<file path="src/rtl/core/css_pkg.sv">
// shared widths, constants and the job word for the cosine similarity stream
`timescale 1ns / 1ps
`default_nettype none

package css_pkg;

	// element and result widths
	localparam int ELEM_W = 16;
	localparam int PRODUCT_W = 2 * ELEM_W;
	localparam int SIM_W = 16;

	// accumulator widths, Q9.28 dot product and UQ9.28 sums of squares
	localparam int DOT_W = 38;
	localparam int SQ_W = 37;

	// back end datapath widths
	localparam int MAG_W = DOT_W;
	localparam int PROD_W = 2 * SQ_W;
	localparam int MAGSQ_W = 2 * MAG_W;
	localparam int QUO_W = 32;
	localparam int REM_W = MAGSQ_W + 30;
	localparam int ROOT_W = QUO_W / 2;
	localparam int SREM_W = ROOT_W + 3;

	// step counts of the iterative units
	localparam int MUL_STEPS = MAG_W;
	localparam int DIV_STEPS = QUO_W;
	localparam int SQRT_STEPS = ROOT_W;
	localparam int CNT_W = 6;

	// accumulator limits
	localparam logic [SQ_W-1:0] SQ_MAX = {SQ_W{1'b1}};
	localparam logic signed [DOT_W-1:0] DOT_MAX = {1'b0, {(DOT_W-1){1'b1}}};
	localparam logic signed [DOT_W-1:0] DOT_MIN = {1'b1, {(DOT_W-1){1'b0}}};

	// one in Q1.14
	localparam logic signed [SIM_W-1:0] ONE_Q14 = 16'sh4000;

	// finished sums of one vector pair, handed from front to back
	typedef struct packed {
		logic signed [DOT_W-1:0] dot;
		logic [SQ_W-1:0] sa;
		logic [SQ_W-1:0] sb;
		logic ovf;
	} job_t;

endpackage

`default_nettype wire

</file>
<file path="src/rtl/core/css_front.sv">
// front end: element products and saturating accumulators, one pair a cycle but for a held final pair
`timescale 1ns / 1ps
`default_nettype none

module css_front (
	input wire logic clk,
	input wire logic arst_n,
	input wire logic signed [css_pkg::ELEM_W-1:0] elem_a,
	input wire logic signed [css_pkg::ELEM_W-1:0] elem_b,
	input wire logic last,
	input wire logic push,
	output logic full,
	output css_pkg::job_t job,
	output logic job_push,
	input wire logic q_full
);

	logic valid_s1;
	logic last_s1;
	logic signed [css_pkg::PRODUCT_W-1:0] ab_s1;
	logic [css_pkg::PRODUCT_W-1:0] aa_s1;
	logic [css_pkg::PRODUCT_W-1:0] bb_s1;

	logic signed [css_pkg::DOT_W-1:0] dot_q;
	logic [css_pkg::SQ_W-1:0] sa_q;
	logic [css_pkg::SQ_W-1:0] sb_q;
	logic ovf_q;

	logic advance;
	logic signed [css_pkg::PRODUCT_W-1:0] ab_full;
	logic signed [css_pkg::PRODUCT_W-1:0] aa_full;
	logic signed [css_pkg::PRODUCT_W-1:0] bb_full;
	logic signed [css_pkg::DOT_W:0] dot_wide;
	logic [css_pkg::SQ_W:0] sa_wide;
	logic [css_pkg::SQ_W:0] sb_wide;
	logic signed [css_pkg::DOT_W-1:0] dot_next;
	logic [css_pkg::SQ_W-1:0] sa_next;
	logic [css_pkg::SQ_W-1:0] sb_next;
	logic ovf_next;

	// stage one holds a final pair until the queue has room
	assign advance = !valid_s1 || !(last_s1 && q_full);
	assign full = !advance;

	// products of the incoming pair
	assign ab_full = css_pkg::PRODUCT_W'(elem_a) * css_pkg::PRODUCT_W'(elem_b);
	assign aa_full = css_pkg::PRODUCT_W'(elem_a) * css_pkg::PRODUCT_W'(elem_a);
	assign bb_full = css_pkg::PRODUCT_W'(elem_b) * css_pkg::PRODUCT_W'(elem_b);

	always_ff @(posedge clk or negedge arst_n) begin
		if (!arst_n) begin
			valid_s1 <= 1'b0;
		end else if (advance) begin
			valid_s1 <= push;
		end
	end

	always_ff @(posedge clk) begin
		if (advance && push) begin
			last_s1 <= last;
			ab_s1 <= ab_full;
			aa_s1 <= $unsigned(aa_full);
			bb_s1 <= $unsigned(bb_full);
		end
	end

	// saturating sums
	always_comb begin
		dot_wide = {dot_q[css_pkg::DOT_W-1], dot_q}
			+ {{(css_pkg::DOT_W+1-css_pkg::PRODUCT_W){ab_s1[css_pkg::PRODUCT_W-1]}}, ab_s1};
		sa_wide = {1'b0, sa_q} + {{(css_pkg::SQ_W+1-css_pkg::PRODUCT_W){1'b0}}, aa_s1};
		sb_wide = {1'b0, sb_q} + {{(css_pkg::SQ_W+1-css_pkg::PRODUCT_W){1'b0}}, bb_s1};
		ovf_next = ovf_q;
		dot_next = dot_wide[css_pkg::DOT_W-1:0];
		sa_next = sa_wide[css_pkg::SQ_W-1:0];
		sb_next = sb_wide[css_pkg::SQ_W-1:0];
		if (dot_wide[css_pkg::DOT_W] != dot_wide[css_pkg::DOT_W-1]) begin
			ovf_next = 1'b1;
			dot_next = dot_wide[css_pkg::DOT_W] ? css_pkg::DOT_MIN : css_pkg::DOT_MAX;
		end
		if (sa_wide[css_pkg::SQ_W]) begin
			ovf_next = 1'b1;
			sa_next = css_pkg::SQ_MAX;
		end
		if (sb_wide[css_pkg::SQ_W]) begin
			ovf_next = 1'b1;
			sb_next = css_pkg::SQ_MAX;
		end
	end

	// accumulators, cleared once a final pair is handed on
	always_ff @(posedge clk or negedge arst_n) begin
		if (!arst_n) begin
			dot_q <= '0;
			sa_q <= '0;
			sb_q <= '0;
			ovf_q <= 1'b0;
		end else if (valid_s1 && advance) begin
			if (last_s1) begin
				dot_q <= '0;
				sa_q <= '0;
				sb_q <= '0;
				ovf_q <= 1'b0;
			end else begin
				dot_q <= dot_next;
				sa_q <= sa_next;
				sb_q <= sb_next;
				ovf_q <= ovf_next;
			end
		end
	end

	// job word for the back end
	assign job_push = valid_s1 && last_s1 && !q_full;
	assign job.dot = dot_next;
	assign job.sa = sa_next;
	assign job.sb = sb_next;
	assign job.ovf = ovf_next;

endmodule

`default_nettype wire

</file>
<file path="src/rtl/core/css_queue.sv">
// two-entry job queue between front and back
`timescale 1ns / 1ps
`default_nettype none

module css_queue (
	input wire logic clk,
	input wire logic arst_n,
	input wire logic wr_en,
	input wire css_pkg::job_t wr_job,
	output logic full,
	input wire logic rd_en,
	output logic rd_valid,
	output css_pkg::job_t rd_job
);

	css_pkg::job_t mem_q [2];
	logic wr_ptr_q;
	logic rd_ptr_q;
	logic [1:0] count_q;

	assign full = count_q[1];
	assign rd_valid = count_q != 2'd0;
	assign rd_job = mem_q[rd_ptr_q];

	// entry storage
	always_ff @(posedge clk) begin
		if (wr_en) begin
			mem_q[wr_ptr_q] <= wr_job;
		end
	end

	// pointers and fill count
	always_ff @(posedge clk or negedge arst_n) begin
		if (!arst_n) begin
			wr_ptr_q <= 1'b0;
			rd_ptr_q <= 1'b0;
			count_q <= 2'd0;
		end else begin
			if (wr_en) begin
				wr_ptr_q <= !wr_ptr_q;
			end
			if (rd_en) begin
				rd_ptr_q <= !rd_ptr_q;
			end
			unique case ({wr_en, rd_en})
				2'b10: count_q <= count_q + 2'd1;
				2'b01: count_q <= count_q - 2'd1;
				default: count_q <= count_q;
			endcase
		end
	end

endmodule

`default_nettype wire

</file>
<file path="src/rtl/core/css_back.sv">
// back end: shift-add products, restoring divide, integer root, result register
`timescale 1ns / 1ps
`default_nettype none

module css_back (
	input wire logic clk,
	input wire logic arst_n,
	input wire logic job_valid,
	input wire css_pkg::job_t job,
	output logic job_pop,
	output logic signed [css_pkg::SIM_W-1:0] similarity,
	output logic zero_vector,
	output logic saturated,
	output logic empty,
	input wire logic pop
);

	typedef enum logic [5:0] {
		ST_IDLE = 6'b000001,
		ST_MUL  = 6'b000010,
		ST_CHK  = 6'b000100,
		ST_DIV  = 6'b001000,
		ST_SQRT = 6'b010000,
		ST_FIN  = 6'b100000
	} back_state_t;

	back_state_t state_q;
	logic [css_pkg::CNT_W-1:0] cnt_q;

	// job operands
	logic neg_q;
	logic zero_q;
	logic ovf_q;
	logic [css_pkg::SQ_W-1:0] sa_q;
	logic [css_pkg::MAG_W-1:0] mag_q;
	logic [css_pkg::MAG_W-1:0] sb_sh_q;
	logic [css_pkg::MAG_W-1:0] mg_sh_q;

	// datapath registers
	logic [css_pkg::PROD_W-1:0] prod_q;
	logic [css_pkg::MAGSQ_W-1:0] magsq_q;
	logic [css_pkg::REM_W-1:0] rem_q;
	logic [css_pkg::REM_W-1:0] dv_q;
	logic [css_pkg::QUO_W-1:0] quo_q;
	logic [css_pkg::ROOT_W-1:0] root_q;
	logic [css_pkg::SREM_W-1:0] srem_q;

	// result register
	logic res_valid_q;
	logic signed [css_pkg::SIM_W-1:0] sim_q;
	logic res_zero_q;
	logic res_sat_q;

	logic [css_pkg::MAG_W-1:0] job_mag;
	logic div_sat;
	logic div_take;
	logic [css_pkg::SREM_W-1:0] srem_sh;
	logic [css_pkg::SREM_W-1:0] trial;
	logic sqrt_take;
	logic [css_pkg::ROOT_W:0] q_round;
	logic [css_pkg::SIM_W-1:0] q_clamp;
	logic signed [css_pkg::SIM_W-1:0] sim_next;
	logic res_write;

	assign job_pop = (state_q == ST_IDLE) && job_valid;
	assign job_mag = job.dot[css_pkg::DOT_W-1] ? $unsigned(-job.dot) : $unsigned(job.dot);

	// saturated quotient check: magsq * 2^30 >= prod * 2^32
	assign div_sat = magsq_q >= {prod_q, 2'b00};
	assign div_take = rem_q >= dv_q;

	// one root digit per step
	assign srem_sh = {srem_q[css_pkg::SREM_W-3:0], quo_q[css_pkg::QUO_W-1 -: 2]};
	assign trial = {1'b0, root_q, 2'b01};
	assign sqrt_take = srem_sh >= trial;

	// round the root to the Q1.14 magnitude, clamp and apply the sign, or give zero for a zero vector
	always_comb begin
		q_round = ({1'b0, root_q} + {{css_pkg::ROOT_W{1'b0}}, 1'b1}) >> 1;
		if (q_round > {1'b0, $unsigned(css_pkg::ONE_Q14)}) begin
			q_clamp = $unsigned(css_pkg::ONE_Q14);
		end else begin
			q_clamp = q_round[css_pkg::SIM_W-1:0];
		end
		if (zero_q) begin
			sim_next = '0;
		end else if (neg_q) begin
			sim_next = -$signed(q_clamp);
		end else begin
			sim_next = $signed(q_clamp);
		end
	end

	assign res_write = (state_q == ST_FIN) && (!res_valid_q || pop);

	// sequencer
	always_ff @(posedge clk or negedge arst_n) begin
		if (!arst_n) begin
			state_q <= ST_IDLE;
			cnt_q <= '0;
		end else begin
			unique case (state_q)
				ST_IDLE: begin
					cnt_q <= '0;
					if (job_valid) begin
						if (job.sa == '0 || job.sb == '0) begin
							state_q <= ST_FIN;
						end else begin
							state_q <= ST_MUL;
						end
					end
				end
				ST_MUL: begin
					if (cnt_q == css_pkg::CNT_W'(css_pkg::MUL_STEPS - 1)) begin
						cnt_q <= '0;
						state_q <= ST_CHK;
					end else begin
						cnt_q <= cnt_q + 1'b1;
					end
				end
				ST_CHK: begin
					cnt_q <= '0;
					state_q <= div_sat ? ST_SQRT : ST_DIV;
				end
				ST_DIV: begin
					if (cnt_q == css_pkg::CNT_W'(css_pkg::DIV_STEPS - 1)) begin
						cnt_q <= '0;
						state_q <= ST_SQRT;
					end else begin
						cnt_q <= cnt_q + 1'b1;
					end
				end
				ST_SQRT: begin
					if (cnt_q == css_pkg::CNT_W'(css_pkg::SQRT_STEPS - 1)) begin
						cnt_q <= '0;
						state_q <= ST_FIN;
					end else begin
						cnt_q <= cnt_q + 1'b1;
					end
				end
				ST_FIN: begin
					if (res_write) begin
						state_q <= ST_IDLE;
					end
				end
				default: begin
					state_q <= ST_IDLE;
					cnt_q <= '0;
				end
			endcase
		end
	end

	// datapath
	always_ff @(posedge clk) begin
		unique case (state_q)
			ST_IDLE: begin
				if (job_valid) begin
					neg_q <= job.dot[css_pkg::DOT_W-1];
					zero_q <= (job.sa == '0) || (job.sb == '0);
					ovf_q <= job.ovf;
					sa_q <= job.sa;
					mag_q <= job_mag;
					mg_sh_q <= job_mag;
					sb_sh_q <= {1'b0, job.sb};
					prod_q <= '0;
					magsq_q <= '0;
				end
			end
			ST_MUL: begin
				// msb-first shift-add, both products side by side
				prod_q <= {prod_q[css_pkg::PROD_W-2:0], 1'b0}
					+ (sb_sh_q[css_pkg::MAG_W-1]
						? {{(css_pkg::PROD_W-css_pkg::SQ_W){1'b0}}, sa_q}
						: {css_pkg::PROD_W{1'b0}});
				magsq_q <= {magsq_q[css_pkg::MAGSQ_W-2:0], 1'b0}
					+ (mg_sh_q[css_pkg::MAG_W-1]
						? {{(css_pkg::MAGSQ_W-css_pkg::MAG_W){1'b0}}, mag_q}
						: {css_pkg::MAGSQ_W{1'b0}});
				sb_sh_q <= {sb_sh_q[css_pkg::MAG_W-2:0], 1'b0};
				mg_sh_q <= {mg_sh_q[css_pkg::MAG_W-2:0], 1'b0};
			end
			ST_CHK: begin
				rem_q <= {magsq_q, 30'b0};
				dv_q <= {1'b0, prod_q, 31'b0};
				quo_q <= div_sat ? {css_pkg::QUO_W{1'b1}} : {css_pkg::QUO_W{1'b0}};
				root_q <= '0;
				srem_q <= '0;
			end
			ST_DIV: begin
				if (div_take) begin
					rem_q <= rem_q - dv_q;
				end
				quo_q <= {quo_q[css_pkg::QUO_W-2:0], div_take};
				dv_q <= dv_q >> 1;
			end
			ST_SQRT: begin
				srem_q <= sqrt_take ? srem_sh - trial : srem_sh;
				root_q <= {root_q[css_pkg::ROOT_W-2:0], sqrt_take};
				quo_q <= {quo_q[css_pkg::QUO_W-3:0], 2'b00};
			end
			ST_FIN: begin
			end
			default: begin
			end
		endcase
	end

	// result word held until popped
	always_ff @(posedge clk or negedge arst_n) begin
		if (!arst_n) begin
			res_valid_q <= 1'b0;
		end else if (res_write) begin
			res_valid_q <= 1'b1;
		end else if (pop) begin
			res_valid_q <= 1'b0;
		end
	end

	always_ff @(posedge clk) begin
		if (res_write) begin
			sim_q <= sim_next;
			res_zero_q <= zero_q;
			res_sat_q <= ovf_q;
		end
	end

	assign similarity = sim_q;
	assign zero_vector = res_zero_q;
	assign saturated = res_sat_q;
	assign empty = !res_valid_q;

	// zero magnitude always gives a zero similarity
	a_zero_sim: assert property (@(posedge clk) disable iff (!arst_n)
		res_valid_q && res_zero_q |-> sim_q == '0)
		else $error("zero vector result with nonzero similarity");

	// similarity stays within minus one to one
	a_sim_range: assert property (@(posedge clk) disable iff (!arst_n)
		res_valid_q |-> (sim_q <= css_pkg::ONE_Q14) && (sim_q >= -css_pkg::ONE_Q14))
		else $error("similarity out of range");

	// partial remainder below twice the shifted divisor
	a_div_rem: assert property (@(posedge clk) disable iff (!arst_n)
		state_q == ST_DIV |-> {1'b0, rem_q} < {dv_q, 1'b0})
		else $error("divider remainder out of bounds");

	// waiting result word is neither lost nor changed
	a_res_hold: assert property (@(posedge clk) disable iff (!arst_n)
		res_valid_q && !pop |=> res_valid_q && $stable(sim_q))
		else $error("result word dropped or changed while waiting");

endmodule

`default_nettype wire

</file>
<file path="src/rtl/core/cosine_similarity_stream_top.sv">
// The front takes one element pair a cycle unless a final pair waits for queue room.
// The back end works on one vector pair at a time: 38-step products, a 32-step divide and a
// 16-step root; the divide is skipped when the quotient saturates, and products, divide and
// root are all skipped when a vector is zero.
// A two-entry job queue lets the front run ahead; a final pair waits while it is full.
// Reset: arst_n is asynchronous, active low; it clears accumulators, queue and result word.
`timescale 1ns / 1ps
`default_nettype none

module cosine_similarity_stream_top (
	input wire logic clk,
	input wire logic arst_n,
	input wire logic signed [css_pkg::ELEM_W-1:0] elem_a,
	input wire logic signed [css_pkg::ELEM_W-1:0] elem_b,
	input wire logic last,
	input wire logic push,
	output logic full,
	output logic signed [css_pkg::SIM_W-1:0] similarity,
	output logic zero_vector,
	output logic saturated,
	output logic empty,
	input wire logic pop
);

	css_pkg::job_t front_job;
	css_pkg::job_t back_job;
	logic job_push;
	logic q_full;
	logic job_valid;
	logic job_pop;

	// accumulate element pairs
	css_front u_front (
		.clk(clk),
		.arst_n(arst_n),
		.elem_a(elem_a),
		.elem_b(elem_b),
		.last(last),
		.push(push),
		.full(full),
		.job(front_job),
		.job_push(job_push),
		.q_full(q_full)
	);

	// finished sums waiting for the back end
	css_queue u_queue (
		.clk(clk),
		.arst_n(arst_n),
		.wr_en(job_push),
		.wr_job(front_job),
		.full(q_full),
		.rd_en(job_pop),
		.rd_valid(job_valid),
		.rd_job(back_job)
	);

	// similarity from the sums
	css_back u_back (
		.clk(clk),
		.arst_n(arst_n),
		.job_valid(job_valid),
		.job(back_job),
		.job_pop(job_pop),
		.similarity(similarity),
		.zero_vector(zero_vector),
		.saturated(saturated),
		.empty(empty),
		.pop(pop)
	);

endmodule

`default_nettype wire

</file>
<file path="config.mk">
export PLATFORM = sky130hd
export DESIGN_NAME = cosine_similarity_stream_top
export DESIGN_NICKNAME = d
export VERILOG_FILES = /design/src/rtl/core/css_pkg.sv /design/src/rtl/core/css_front.sv /design/src/rtl/core/css_queue.sv /design/src/rtl/core/css_back.sv /design/src/rtl/core/cosine_similarity_stream_top.sv
export SDC_FILE = /design/constraint.sdc
export NUM_CORES = 2
export LEC_CHECK = 0
export BUFFER_PORTS_ARGS = -buffer_cell sky130_fd_sc_hd__buf_2
export CAP_MARGIN = 20
export CORE_MARGIN = 1
export CORE_UTILIZATION = 65
export CTS_CLUSTER_DIAMETER = 80
export DETAILED_ROUTE_END_ITERATION = 8
export GPL_TIMING_DRIVEN = 0
export PLACE_DENSITY = 0.84
export REMOVE_ABC_BUFFERS = 1
export SYNTH_ARGS = -nofsm -noshare
export SYNTH_HDL_FRONTEND = slang
export SYNTH_SLANG_ARGS = --single-unit
</file>
<file path="constraint.sdc">
create_clock -name clk -period 17.8 [get_ports clk]
set_input_delay 1.78 -clock clk [delete_from_list [all_inputs] [get_ports clk]]
set_output_delay 1.78 -clock clk [all_outputs]
set_load 0.01 [all_outputs]
</file>
==> metrics.md <==
| Metric | Value |
|---|---|
| Status | `complete, no violations` |
| Port bufs | `56` |
| Die area | `138000 sq um` |
| Tcrit/Tclk final | `51.9%` |
| Dpl cells | `10500` |
| Fmax achieved | `108 MHz` |
| Final Setup Violations | `0` |
| Worst-margin pin slew | `1.18 ns` |
| GRT Total Usage | `30.4%` |
| GPL Wtd Cong | `0.960` |
| CP endpoint kind | `flop` |
| DP HPWL | `154000 microns` |
| Die Wd | `371 microns` |
| WL final | `208000 microns` |
| Area of the multi-input gates | `51400 sq um` |
| Initial DRC count | `5377` |
| Crit path launch type | `input port` |
| Vias | `64700` |
| Layout cells sized above 1 | `5.04%` |
| Level count of the clock H-tree | `3` |
| WL per Instance | `19.4 microns` |
| GRT Residual Overflow | `0` |
| Tmin final | `9.24 ns` |
| Post-synth ARST share | `12.5%` |
| Max-Cap Viols | `0` |
| Pre-CTS setup slack | `7.90 ns` |
| Area Growth Syn to Fin | `6.80%` |
| Most common library cell in the layout ignoring fill and taps | `inv_1` |
| Max Slew Vio Count | `0` |
| Final ANT Viol Nets | `0` |
| RSZ-0062 raised after global routing | `false` |
| Post-synth EDFFs | `919` |
| Clk Latency, worst-skew pair | `0.71 ns` |
| Unique masters post-synth | `104` |
| Synth Cell Area | `88700 sq um` |
| YS warnings | `0` |
| Vias in the first global route | `66400` |
| Commonest cells after routing, fill and taps aside | `inv_1, edfxtp_1, nand2_1, fa_1, nor2_1` |
| Worst setup path class | `input port to flop` |
| Hold_ws | `0.440 ns` |
| Fin nets | `10200` |
| Final WS setup | `8.56 ns` |
| Pin count of the biggest net entering global routing | `93` |
| Fillers | `9333` |
| # IOs | `57` |
| CTS tree | `done` |
| Seq/Total Area, Yosys | `34.8%` |
| Post-Route Skew | `0.0441 ns` |
| CP arrival | `9.70 ns` |
| Top FF cell, synth | `edfxtp_1` |
| Total core area | `135000 sq um` |
| Post-CTS Setup Bufs | `0` |
| WP data required | `18.26 ns` |
| CTS hold repair buffers | `0` |
| Tightest Hold Check Type | `flop to flop` |
| Worst Path Max Fanout | `27` |
| Vias per cell | `6.06` |
| Final Hold Fails | `0` |
| Slew headroom | `20.9%` |
| Root buffer cell | `clkbuf_16` |
| Num CTS Buffers | `105` |
| Synthesized instance count | `8924` |
| Pre-antenna DRT Iters | `6` |
| Initial core utilization | `65.5%` |
| Clk sinks | `1050` |
| Register area | `30900 sq um` |
| Clock tree buffer depth | `3` |
| Fin util | `69.9%` |
| Syn Area/Cell | `9.94 sq um` |
| Post-Layout Cell Count | `10700` |
| Initial antenna violation count | `2` |
| First-pass GRT wire length | `338000 microns` |
| CTS clk-pin slew, worst paths | `0.06 ns` |
| Post-route DRC | `0` |
| Post-CTS resize count | `0` |
| Rows | `135` |
| Die Y | `371 microns` |
| Synth Register Bits | `1050` |
area by class of cell:
cell class | instances | area share, %
clock buffers | 132 | 3.03
well taps | 1781 | 2.35
repair buffers | 118 | 1.57
inverters | 1361 | 5.40
diodes | 1 | 0.00264
clock inverters | 66 | 0.756
flip-flops and latches | 1050 | 32.6
multi-input cells | 6179 | 54.3
layer usage:
layer,global-route usage [%],part of all wire [%],up-vias,wire [microns]
met3,3.82,7.5,527,15500
met2,50.9,48,2734,99700
met1,39.5,40,31600,82300
li1,-,-,29900,-
met4,13.7,4.9,0,10200
met5,0,0,-,0
worst max-delay path, stage by stage:
cell and delay, ns:
buf_2 0.31, inv_1 0.75, nor2_1 0.24, fa_1 0.70, inv_1 0.18, fa_1 0.56
inv_1 0.05, fa_1 0.51, fa_1 0.44, fa_1 0.54, inv_1 0.05, fa_1 0.52
inv_1 0.05, ha_1 0.36, a21oi_1 0.37, o31ai_1 0.17, o31a_1 0.34, a31o_2 0.24
a21oi_1 0.22, nor2_1 0.09, o41a_1 0.37, a211oi_1 0.32, a21oi_1 0.14, xnor2_1 0.38
metrics by stage:
step	instance area, sq um	TNS, ns
after floorplan	87300	0
after global placement	89800	-1307.56
after detailed placement	91100	0
after CTS	94600	0
after global routing	94700	0
final	94700	0
path summary, 6_finish.rpt:
check / cells after the start / from / end / slack, ns
worst max-delay path: 24 / elem_a[15] / u_front.aa_s1[31] / 8.56
worst min-delay path: 0 / u_back.ovf_q / u_back.saturated / 0.44
worst max register to register: 15 / u_back.dv_q[15] / u_back.rem_q[34] / 12.04
worst min register to register: 0 / u_back.ovf_q / u_back.saturated / 0.44
max in group asynchronous: 2 / arst_n / u_queue.rd_ptr_q / 15.84
min in group asynchronous: 1 / arst_n / u_front.sa_q[6] / 1.02
cells in the mapped netlist, drive strengths merged (160+ instances only):
cell / count / area, sq um
nor2: 658 / 2480
a21oi: 450 / 2260
xor2: 160 / 1400
xnor2: 352 / 3090
clkbuf: 284 / 1070
and2: 275 / 1720
ha: 643 / 8050
o21ai: 408 / 2050
edfxtp: 919 / 27600
a21o: 242 / 1820
inv: 1354 / 5080
nand2: 835 / 3140
fa: 733 / 14700
logic make-up (layout without fill, tap and decap cells):
logic type | count (synthesis) | in the layout | synth area share (%)
buf+inv | 1695 | 1677 | 7.31
mux | 134 | 134 | 1.58
other cells | 0 | 1 | 0
xor+xnor | 512 | 512 | 5.07
fa+ha+maj | 1403 | 1403 | 25.9
compound gates | 1649 | 1649 | 12.2
flops | 1050 | 1050 | 34.8
simple gates | 2481 | 2481 | 13.1
sequential cells by signal, indices dropped and copies added, names as in the netlist, 17 cells and up:
signal	count
u_back.sa_q	37
u_back.prod_q	74
u_front.dot_q	38
u_queue.mem_q	226
u_front.bb_s1	31
u_back.srem_q	17
u_back.quo_q	32
u_front.aa_s1	31
u_back.rem_q	106
u_back.magsq_q	76
u_front.ab_s1	32
u_back.dv_q	105
u_back.mg_sh_q	38
u_front.sb_q	37
u_back.mag_q	38
u_back.sb_sh_q	38
u_front.sa_q	37
Power is left out: the tool's default activity adds up to more than one toggle a clock period on the data nets, which glitch-free logic cannot reach.
